### config.mk
export PLATFORM = sky130hd
export DESIGN_NAME = imu_serial_frame_decoder_core_flat
export DESIGN_NICKNAME = d
export VERILOG_FILES = /design/src/hdl/isfd_pkg.sv /design/src/hdl/isfd_if.sv /design/src/hdl/imu_serial_frame_decoder_core.sv /design/src/hdl/isfd_frame_asm.sv /design/src/hdl/isfd_axis.sv /design/src/flat_wrapper.sv
export VERILOG_INCLUDE_DIRS = /design/src /design/src/hdl
export SDC_FILE = /design/constraint.sdc
export NUM_CORES = 2
export LEC_CHECK = 0
export BUFFER_PORTS_ARGS = -buffer_cell sky130_fd_sc_hd__buf_2
export CORE_UTILIZATION = 65
export CTS_BUF_LIST = sky130_fd_sc_hd__clkbuf_4 sky130_fd_sc_hd__clkbuf_8
export DETAILED_ROUTE_END_ITERATION = 12
export GPL_TIMING_DRIVEN = 0
export HOLD_SLACK_MARGIN = 0.15
export PLACE_DENSITY = 0.89
export SETUP_SLACK_MARGIN = 0.15
export SLEW_MARGIN = 20
export SYNTH_ARGS = -nofsm -noshare
export SYNTH_HDL_FRONTEND = slang
export SYNTH_SLANG_ARGS = --single-unit
### constraint.sdc
create_clock -name clk -period 12.6 [get_ports clk]
set_clock_uncertainty 0.05 [all_clocks]
set_input_delay 2.52 -clock clk [delete_from_list [all_inputs] [get_ports clk]]
set_output_delay 2.52 -clock clk [all_outputs]
set_load 0.02 [all_outputs]
### src/hdl/imu_serial_frame_decoder_core_assert.svh
// ----------------------------------------------------------------------------
// IMU frame decoder assertion macros
// Concurrent assertion helpers clocked on clk and disabled while rst_n is low.
// ----------------------------------------------------------------------------
`ifndef IMU_SERIAL_FRAME_DECODER_CORE_ASSERT_SVH
`define IMU_SERIAL_FRAME_DECODER_CORE_ASSERT_SVH

// Same-cycle implication.
`define ISFD_ASSERT_IMPL(lbl, pre, post, msg) \
  lbl: assert property (@(posedge clk) disable iff (!rst_n) (pre) |-> (post)) else $error(msg);

// Next-cycle implication.
`define ISFD_ASSERT_NEXT(lbl, pre, post, msg) \
  lbl: assert property (@(posedge clk) disable iff (!rst_n) (pre) |=> (post)) else $error(msg);

`endif

### src/hdl/isfd_pkg.sv
// ----------------------------------------------------------------------------
// IMU frame decoder package
// Shared constants, frame kind codes and the frame event structure.
// ----------------------------------------------------------------------------
package isfd_pkg;

  localparam int NUM_AXES = 3;
  localparam int SR_W     = 10;
  localparam int ACCEL_W  = 16;
  localparam int ANGLE_W  = 17;
  localparam int RATE_W   = 28;

  localparam logic [7:0] HDR_BYTE   = 8'h55;
  localparam logic [7:0] TYPE_ACCEL = 8'h51;
  localparam logic [7:0] TYPE_ANGLE = 8'h53;
  localparam logic [3:0] LAST_IDX   = 4'd10;

  localparam logic MODE_BYTE = 1'b0;
  localparam logic MODE_ZERO = 1'b1;

  localparam logic [SR_W-1:0] SAMPLE_RATE_RST = 10'd200;

  localparam logic signed [RATE_W-1:0] RATE_MAX = 28'sd131071000;
  localparam logic signed [RATE_W-1:0] RATE_MIN = -28'sd131071000;

  typedef enum logic [1:0] {
    KIND_NONE  = 2'd0,
    KIND_ACCEL = 2'd1,
    KIND_ANGLE = 2'd2,
    KIND_OTHER = 2'd3
  } frame_kind_t;

  typedef struct packed {
    logic                                done;
    frame_kind_t                         kind;
    logic [NUM_AXES-1:0][ACCEL_W-1:0]    code;
  } frame_evt_t;

endpackage

### src/hdl/isfd_if.sv
// ----------------------------------------------------------------------------
// IMU frame decoder channel interfaces
// Valid/ready channels for input beats, result beats and configuration.
// ----------------------------------------------------------------------------
interface isfd_in_if;
  logic       valid;
  logic       ready;
  logic       mode;
  logic [7:0] rx_byte;
  modport source (output valid, mode, rx_byte, input ready);
  modport sink (input valid, mode, rx_byte, output ready);
endinterface

interface isfd_cfg_if;
  logic                        valid;
  logic                        ready;
  logic [isfd_pkg::SR_W-1:0]   sample_rate;
  modport source (output valid, sample_rate, input ready);
  modport sink (input valid, sample_rate, output ready);
endinterface

interface isfd_out_if;
  logic                                  valid;
  logic                                  ready;
  isfd_pkg::frame_kind_t                 frame_kind;
  logic signed [isfd_pkg::ACCEL_W-1:0]   accel_x;
  logic signed [isfd_pkg::ACCEL_W-1:0]   accel_y;
  logic signed [isfd_pkg::ACCEL_W-1:0]   accel_z;
  logic signed [isfd_pkg::ANGLE_W-1:0]   angle_x;
  logic signed [isfd_pkg::ANGLE_W-1:0]   angle_y;
  logic signed [isfd_pkg::ANGLE_W-1:0]   angle_z;
  logic signed [isfd_pkg::RATE_W-1:0]    rate_x;
  logic signed [isfd_pkg::RATE_W-1:0]    rate_y;
  logic signed [isfd_pkg::RATE_W-1:0]    rate_z;
  modport source (output valid, frame_kind, accel_x, accel_y, accel_z, angle_x, angle_y,
                  angle_z, rate_x, rate_y, rate_z, input ready);
  modport sink (input valid, frame_kind, accel_x, accel_y, accel_z, angle_x, angle_y,
                angle_z, rate_x, rate_y, rate_z, output ready);
endinterface

### src/hdl/imu_serial_frame_decoder_core.sv
// ----------------------------------------------------------------------------
// IMU serial frame decoder core
// Each accepted input beat is held in the input register, its result beat in
// the result register. Throughput: one beat per cycle while out_ch is ready;
// input is taken while a result waits if the input register is empty.
// Reset clears the frame counter, sample_rate (to 200), accel and axis stores.
// ----------------------------------------------------------------------------
module imu_serial_frame_decoder_core (
  input  logic         clk,
  input  logic         rst_n,
  isfd_in_if.sink      in_ch,
  isfd_cfg_if.sink     cfg_ch,
  isfd_out_if.source   out_ch
);

  `include "imu_serial_frame_decoder_core_assert.svh"

  logic                              item_vld_r;
  logic                              item_mode_r;
  logic [7:0]                        item_byte_r;
  logic                              out_vld_r;
  isfd_pkg::frame_kind_t             kind_r, kind_nxt;
  logic [isfd_pkg::SR_W-1:0]         sample_rate_r;
  logic signed [isfd_pkg::ACCEL_W-1:0] accel_r [isfd_pkg::NUM_AXES];
  logic signed [isfd_pkg::ANGLE_W-1:0] angle_w [isfd_pkg::NUM_AXES];
  logic signed [isfd_pkg::RATE_W-1:0]  rate_w [isfd_pkg::NUM_AXES];

  logic                  advance;
  logic                  proc;
  logic                  byte_en;
  logic                  zero_en;
  logic                  angle_en;
  logic                  accel_en;
  isfd_pkg::frame_evt_t  evt;

  assign advance  = !out_vld_r || out_ch.ready;
  assign proc     = item_vld_r && advance;
  assign byte_en  = proc && (item_mode_r == isfd_pkg::MODE_BYTE);
  assign zero_en  = proc && (item_mode_r == isfd_pkg::MODE_ZERO);
  assign angle_en = evt.done && (evt.kind == isfd_pkg::KIND_ANGLE);
  assign accel_en = evt.done && (evt.kind == isfd_pkg::KIND_ACCEL);
  assign kind_nxt = evt.done ? evt.kind : isfd_pkg::KIND_NONE;

  assign in_ch.ready  = !item_vld_r || advance;
  assign cfg_ch.ready = 1'b1;

  isfd_frame_asm u_asm (
    .clk     (clk),
    .rst_n   (rst_n),
    .byte_en (byte_en),
    .rx_byte (item_byte_r),
    .evt     (evt)
  );

  for (genvar g = 0; g < isfd_pkg::NUM_AXES; g++) begin : g_axis
    isfd_axis u_axis (
      .clk         (clk),
      .rst_n       (rst_n),
      .angle_en    (angle_en),
      .zero_en     (zero_en),
      .code        (evt.code[g]),
      .sample_rate (sample_rate_r),
      .angle       (angle_w[g]),
      .rate        (rate_w[g])
    );
  end

  always_ff @(posedge clk) begin
    if (!rst_n) begin
      item_vld_r    <= 1'b0;
      out_vld_r     <= 1'b0;
      kind_r        <= isfd_pkg::KIND_NONE;
      sample_rate_r <= isfd_pkg::SAMPLE_RATE_RST;
      for (int i = 0; i < isfd_pkg::NUM_AXES; i++) begin
        accel_r[i] <= '0;
      end
    end else begin
      if (in_ch.valid && in_ch.ready) begin
        item_vld_r <= 1'b1;
      end else if (proc) begin
        item_vld_r <= 1'b0;
      end
      if (proc) begin
        out_vld_r <= 1'b1;
        kind_r    <= kind_nxt;
      end else if (out_ch.ready) begin
        out_vld_r <= 1'b0;
      end
      if (cfg_ch.valid) begin
        sample_rate_r <= cfg_ch.sample_rate;
      end
      if (accel_en) begin
        for (int i = 0; i < isfd_pkg::NUM_AXES; i++) begin
          accel_r[i] <= evt.code[i];
        end
      end
    end
  end

  always_ff @(posedge clk) begin
    if (in_ch.valid && in_ch.ready) begin
      item_mode_r <= in_ch.mode;
      item_byte_r <= in_ch.rx_byte;
    end
  end

  assign out_ch.valid      = out_vld_r;
  assign out_ch.frame_kind = kind_r;
  assign out_ch.accel_x    = accel_r[0];
  assign out_ch.accel_y    = accel_r[1];
  assign out_ch.accel_z    = accel_r[2];
  assign out_ch.angle_x    = angle_w[0];
  assign out_ch.angle_y    = angle_w[1];
  assign out_ch.angle_z    = angle_w[2];
  assign out_ch.rate_x     = rate_w[0];
  assign out_ch.rate_y     = rate_w[1];
  assign out_ch.rate_z     = rate_w[2];

  `ISFD_ASSERT_NEXT(a_proc_gives_result, proc, out_vld_r, "processed beat gave no result")
  `ISFD_ASSERT_NEXT(a_zero_no_frame, zero_en, kind_r == isfd_pkg::KIND_NONE, "zero-adjust finished a frame")
  `ISFD_ASSERT_IMPL(a_stall_cause, !in_ch.ready, item_vld_r && out_vld_r && !out_ch.ready, "input stalled without a full pipeline")
  `ISFD_ASSERT_IMPL(a_done_needs_byte, evt.done, byte_en, "frame finished without a byte beat")

endmodule

### src/hdl/isfd_frame_asm.sv
// ----------------------------------------------------------------------------
// IMU frame assembler
// Hunts for the header, collects the 11-byte frame and flags its completion.
// ----------------------------------------------------------------------------
module isfd_frame_asm (
  input  logic                  clk,
  input  logic                  rst_n,
  input  logic                  byte_en,
  input  logic [7:0]            rx_byte,
  output isfd_pkg::frame_evt_t  evt
);

  logic [3:0] count_r;
  logic [3:0] count_nxt;
  logic [7:0] frame_r [1:7];
  logic       take;
  logic       last;

  always_comb begin
    take      = byte_en && ((count_r != 4'd0) || (rx_byte == isfd_pkg::HDR_BYTE));
    last      = take && (count_r == isfd_pkg::LAST_IDX);
    count_nxt = count_r;
    if (last) begin
      count_nxt = 4'd0;
    end else if (take) begin
      count_nxt = count_r + 4'd1;
    end
  end

  always_ff @(posedge clk) begin
    if (!rst_n) begin
      count_r <= 4'd0;
    end else begin
      count_r <= count_nxt;
    end
  end

  always_ff @(posedge clk) begin
    for (int i = 1; i <= 7; i++) begin
      if (take && (count_r == 4'(i))) begin
        frame_r[i] <= rx_byte;
      end
    end
  end

  always_comb begin
    evt.done = last;
    if (frame_r[1] == isfd_pkg::TYPE_ACCEL) begin
      evt.kind = isfd_pkg::KIND_ACCEL;
    end else if (frame_r[1] == isfd_pkg::TYPE_ANGLE) begin
      evt.kind = isfd_pkg::KIND_ANGLE;
    end else begin
      evt.kind = isfd_pkg::KIND_OTHER;
    end
    for (int k = 0; k < isfd_pkg::NUM_AXES; k++) begin
      evt.code[k] = {frame_r[3 + 2 * k], frame_r[2 + 2 * k]};
    end
  end

endmodule

### src/hdl/isfd_axis.sv
// ----------------------------------------------------------------------------
// IMU angle axis
// Holds one axis's zero offset, angle and angular rate.
// ----------------------------------------------------------------------------
module isfd_axis (
  input  logic                                 clk,
  input  logic                                 rst_n,
  input  logic                                 angle_en,
  input  logic                                 zero_en,
  input  logic signed [isfd_pkg::ACCEL_W-1:0]  code,
  input  logic [isfd_pkg::SR_W-1:0]            sample_rate,
  output logic signed [isfd_pkg::ANGLE_W-1:0]  angle,
  output logic signed [isfd_pkg::RATE_W-1:0]   rate
);

  localparam int PROD_W = isfd_pkg::ANGLE_W + 1 + isfd_pkg::SR_W + 1;
  localparam logic signed [PROD_W-1:0] PMAX = PROD_W'(isfd_pkg::RATE_MAX);
  localparam logic signed [PROD_W-1:0] PMIN = PROD_W'(isfd_pkg::RATE_MIN);

  logic signed [isfd_pkg::ANGLE_W-1:0] offset_r, offset_nxt;
  logic signed [isfd_pkg::ANGLE_W-1:0] angle_r, angle_nxt;
  logic signed [isfd_pkg::RATE_W-1:0]  rate_r, rate_nxt;
  logic signed [isfd_pkg::ANGLE_W:0]   sum;
  logic signed [isfd_pkg::ANGLE_W:0]   neg;
  logic signed [isfd_pkg::ANGLE_W:0]   diff;
  logic signed [PROD_W-1:0]            prod;

  function automatic logic signed [isfd_pkg::ANGLE_W-1:0] sat_angle(
    input logic signed [isfd_pkg::ANGLE_W:0] v
  );
    logic signed [isfd_pkg::ANGLE_W-1:0] r;
    if (v[isfd_pkg::ANGLE_W] != v[isfd_pkg::ANGLE_W-1]) begin
      r = v[isfd_pkg::ANGLE_W] ? {1'b1, {(isfd_pkg::ANGLE_W-1){1'b0}}}
                               : {1'b0, {(isfd_pkg::ANGLE_W-1){1'b1}}};
    end else begin
      r = v[isfd_pkg::ANGLE_W-1:0];
    end
    return r;
  endfunction

  always_comb begin
    sum       = (isfd_pkg::ANGLE_W+1)'(code) + (isfd_pkg::ANGLE_W+1)'(offset_r);
    angle_nxt = sat_angle(sum);
    diff      = (isfd_pkg::ANGLE_W+1)'(angle_nxt) - (isfd_pkg::ANGLE_W+1)'(angle_r);
    prod      = PROD_W'(diff) * $signed(PROD_W'({1'b0, sample_rate}));
    if (prod > PMAX) begin
      rate_nxt = isfd_pkg::RATE_MAX;
    end else if (prod < PMIN) begin
      rate_nxt = isfd_pkg::RATE_MIN;
    end else begin
      rate_nxt = prod[isfd_pkg::RATE_W-1:0];
    end
    neg        = -((isfd_pkg::ANGLE_W+1)'(angle_r));
    offset_nxt = sat_angle(neg);
  end

  always_ff @(posedge clk) begin
    if (!rst_n) begin
      offset_r <= '0;
      angle_r  <= '0;
      rate_r   <= '0;
    end else begin
      if (zero_en) begin
        offset_r <= offset_nxt;
      end
      if (angle_en) begin
        angle_r <= angle_nxt;
        rate_r  <= rate_nxt;
      end
    end
  end

  assign angle = angle_r;
  assign rate  = rate_r;

endmodule

### src/flat_wrapper.sv
// flat-port wrapper written by rule: the top's interface ports become plain ports
module imu_serial_frame_decoder_core_flat 
  (clk, rst_n, in_ch_valid, in_ch_mode, in_ch_rx_byte, in_ch_ready, cfg_ch_valid, cfg_ch_sample_rate, cfg_ch_ready, out_ch_valid, out_ch_frame_kind, out_ch_accel_x, out_ch_accel_y, out_ch_accel_z, out_ch_angle_x, out_ch_angle_y, out_ch_angle_z, out_ch_rate_x, out_ch_rate_y, out_ch_rate_z, out_ch_ready);
  isfd_in_if in_ch_i ();
  isfd_cfg_if cfg_ch_i ();
  isfd_out_if out_ch_i ();
  input  logic clk;
  input  logic rst_n;
  input wire logic [$bits(in_ch_i.valid)-1:0] in_ch_valid;
  input wire logic [$bits(in_ch_i.mode)-1:0] in_ch_mode;
  input wire logic [$bits(in_ch_i.rx_byte)-1:0] in_ch_rx_byte;
  output wire logic [$bits(in_ch_i.ready)-1:0] in_ch_ready;
  input wire logic [$bits(cfg_ch_i.valid)-1:0] cfg_ch_valid;
  input wire logic [$bits(cfg_ch_i.sample_rate)-1:0] cfg_ch_sample_rate;
  output wire logic [$bits(cfg_ch_i.ready)-1:0] cfg_ch_ready;
  output wire logic [$bits(out_ch_i.valid)-1:0] out_ch_valid;
  output wire logic [$bits(out_ch_i.frame_kind)-1:0] out_ch_frame_kind;
  output wire logic [$bits(out_ch_i.accel_x)-1:0] out_ch_accel_x;
  output wire logic [$bits(out_ch_i.accel_y)-1:0] out_ch_accel_y;
  output wire logic [$bits(out_ch_i.accel_z)-1:0] out_ch_accel_z;
  output wire logic [$bits(out_ch_i.angle_x)-1:0] out_ch_angle_x;
  output wire logic [$bits(out_ch_i.angle_y)-1:0] out_ch_angle_y;
  output wire logic [$bits(out_ch_i.angle_z)-1:0] out_ch_angle_z;
  output wire logic [$bits(out_ch_i.rate_x)-1:0] out_ch_rate_x;
  output wire logic [$bits(out_ch_i.rate_y)-1:0] out_ch_rate_y;
  output wire logic [$bits(out_ch_i.rate_z)-1:0] out_ch_rate_z;
  input wire logic [$bits(out_ch_i.ready)-1:0] out_ch_ready;
  assign in_ch_i.valid = in_ch_valid;
  assign in_ch_i.mode = in_ch_mode;
  assign in_ch_i.rx_byte = in_ch_rx_byte;
  assign in_ch_ready = in_ch_i.ready;
  assign cfg_ch_i.valid = cfg_ch_valid;
  assign cfg_ch_i.sample_rate = cfg_ch_sample_rate;
  assign cfg_ch_ready = cfg_ch_i.ready;
  assign out_ch_valid = out_ch_i.valid;
  assign out_ch_frame_kind = out_ch_i.frame_kind;
  assign out_ch_accel_x = out_ch_i.accel_x;
  assign out_ch_accel_y = out_ch_i.accel_y;
  assign out_ch_accel_z = out_ch_i.accel_z;
  assign out_ch_angle_x = out_ch_i.angle_x;
  assign out_ch_angle_y = out_ch_i.angle_y;
  assign out_ch_angle_z = out_ch_i.angle_z;
  assign out_ch_rate_x = out_ch_i.rate_x;
  assign out_ch_rate_y = out_ch_i.rate_y;
  assign out_ch_rate_z = out_ch_i.rate_z;
  assign out_ch_i.ready = out_ch_ready;
  imu_serial_frame_decoder_core u_core (.clk(clk), .rst_n(rst_n), .in_ch(in_ch_i), .cfg_ch(cfg_ch_i), .out_ch(out_ch_i));
endmodule
==> flow_summary.yaml <==
yosys:
  synth_xor_area_frac: 0.05121
  synth_adder_area_share: 0.3413
  syn_nets: 5339
  synth_mux_area_frac: 0.004336
  synth-seq-cells: 317
  synthSimpleGateAreaFrac: 0.1766
  synth_top_area_frac: 0.2339
  synth_area_sq_um: 39530
  yosysSeqAreaShare: 0.1891
  synth_edf_count: 113
  synth_ff_type: "dfxtp_1"
  async_flop_share: 0
  synth_area_leaders: "fa_1 (23%), ha_1 (10%), dfxtp_1 (10%)"
  avgSynthCellArea_sq_um: 8.737
  synth_cell_types: 94
  synth_area_leader_cell: "fa_1"
  synth_top_family_by_area: "adder cells"
  yosys_warnings: 0
  synthCells: 4525
  synth_compound_area_frac: 0.1562
critical_path:
  reg2reg_slack_ps: 440
  critPathTopFamily: "compound AO/OA/AOI/OAI gates"
  cp.required_ps: 13130
  cp-end-kind: "flop"
  crit_top_cell: "fa_1"
  cp.arrival_ps: 12680
  slowest_delay_ps: 560
  critPathSlowestCell: "fa_1"
  reg2reg_depth: 46
  crit_buf_inv: 6
  crit_fanout: 10
  path_depth: 46
  path_class: "reg2reg"
  crit_path_start_kind: "flop"
sta:
  tightest_slew_ps: 1342
  clock.fmax_ghz: 0.08227
  rsz0062_at_grt: "true"
  min_period_over_period: 0.9647
  slew_headroom: 0.1022
  setup_viol: 0
  hold_violations: 0
  period_minus_slack_ps: 12160
  drv_slew: 0
floorplanning:
  die-area_sq_um: 61810
  ios: 212
  fp.dieW_um: 248.6
  rows: 90
  core-area_sq_um: 60250
  die_h_um: 248.6
  initial_utilization: 0.6562
flow_run:
  maxCapViolCount: 0
placed_design:
  place_congestion: 1.040
  io_buffer_count: 209
  dp.cells: 5523
  dp.final_hpwl_mm: 95.97
clocking:
  clkSinkCount: 317
  cts_tree: "built"
  clk_pin_slew_ps: 60
  htree_levels: 2
  cts-root-buf: "clkbuf_8"
  cts_buffer_depth: 3
  numCtsBuffers: 55
  worstSkewPairLatency_ps: 750
finish:
  final_cell_count_no_fill: 5654
  syn_to_final_growth_pct: 10.27
  final_common_cell: "inv_1"
  drive_above_1_share: 0.1003
  final_cell_mix: "inv_1 (678), fa_1 (462), nand2_1 (447), ha_1 (328), and2_1 (327)"
  final_nets: 5635
routing:
  firstDrtPassIters: 9
  routedWlPerCell_um: 21.78
  route.detailed.drc: 0
  drt_iter0_drc: 3628
  ant_nets: 0
  route.final.wire_length_mm: 123.1
  detail_route.vias_per_cell: 6.278
  num_vias: 35497
global_routing:
  grt_pass1_wl_mm: 190.9
  grt_pass1_vias: 35145
  grt_antenna_before_repair: 12
  grtUsageTotal: 0.3951
  grt_overflow: 0
  grt_start_max_net_pins: 33
outcome:
  outcome: "completed"
min_path:
  hold_depth: 2
  hold_path.class: "reg2reg"
layout make-up:
cell class	count	area, sq um
Sequential cell	317	7477
Inverter	678	2545
Antenna cell	5	12.51
Buffer	172	701.9
Fill cell	4283	16650
Timing Repair Buffer	239	1311
Multi-Input combinational cell	3358	29270
Clock buffer	83	1036
Clock inverter	20	259.0
Tap cell	782	978.4
synthesized netlist by cell type (all sizes together) (21+ instances only):
cell,instances
inv,678
a21o,70
and3,34
nor3,86
and2,328
o21bai,25
ha,328
a211oi,35
o211ai,25
nand3,54
or3,21
fa,462
dfxtp,204
clkbuf,155
a21oi,236
o21ai,223
xnor2,170
xor2,56
o221a,33
nand2,449
edfxtp,113
a21boi,25
a31oi,26
nor2b,63
nand2b,29
nand4,29
o21a,30
nor2,211
worst reg2reg max path, delay by kind of cell (launching register included):
family	cells	cell delay (ps)
AND/OR/NAND/NOR	6	1080
adder cells (fa/ha/maj)	10	4210
buffers and inverters	6	510
AO/OA/AOI/OAI	24	5750
flip-flops	1	410
registers in the layout, summed over array words and instances, names as in the netlist:
register	count
u_core.item_mode_r	1
u_core.g_axis.u_axis.offset_r	51
u_core.item_byte_r	8
u_core.out_ch.valid	1
u_core.u_asm.count_r	4
u_core.out_ch.frame_kind	2
u_core.sample_rate_r	10
u_core.g_axis.u_axis.rate	84
u_core.u_asm.frame_r	56
u_core.item_vld_r	1
u_core.g_axis.u_axis.angle	51
u_core.accel_r	48
kinds of logic after synthesis:
kind of cell | Yosys count
simple gates | 1387
mux | 17
flops | 317
compound gates | 921
buf+inv | 850
xor+xnor | 228
fa+ha+maj | 804
other cells | 1
final timing paths:
kind / start / to
worst min register to register: u_core.g_axis[2].u_axis.rate[5] / u_core.g_axis[2].u_axis.rate[5]
worst min-delay path: u_core.g_axis[2].u_axis.rate[5] / u_core.g_axis[2].u_axis.rate[5]
worst max-delay path: u_core.u_asm.frame_r[0][16] / u_core.g_axis[0].u_axis.rate[2]
worst max register to register: u_core.u_asm.frame_r[0][16] / u_core.g_axis[0].u_axis.rate[2]
metal layers:
layer | vias up | wire [um] | global-route usage | part of all wire
met2 | 2274 | 53850 | 0.6083 | 0.44
met1 | 16940 | 44140 | 0.4799 | 0.36
met5 | - | 122 | 0 | 0.00099
li1 | 15706 | - | - | -
met4 | 14 | 9194 | 0.2550 | 0.075
met3 | 563 | 15810 | 0.1255 | 0.13
through the flow:
step	worst slack, ps	instance area [sq um]	setup TNS [ps]	util	hold WS, ps
4_1_cts	172.1	43140	0	0.7161	406.1
3_5_place_dp	-525.5	41690	-11380	0.6921	387.0
5_1_grt	-16.14	43590	-19.79	0.7235	424.7
2_1_floorplan	1241	39530	0	-	386.2
3_3_place_gp	-1238	41560	-44930	0.6898	381.0
6_report	444.8	43590	0	0.7236	399.9
repair_timing:
item                       4_1_cts  5_1_grt
buffers inserted                 4       19
setup endpoints to repair       72       84
resized for setup               23       83
hold buffers                     0        0
pin swaps                        3       14
Power is not shown: default switching activity piles up to over one toggle a cycle in this logic, so the estimate is an artifact.
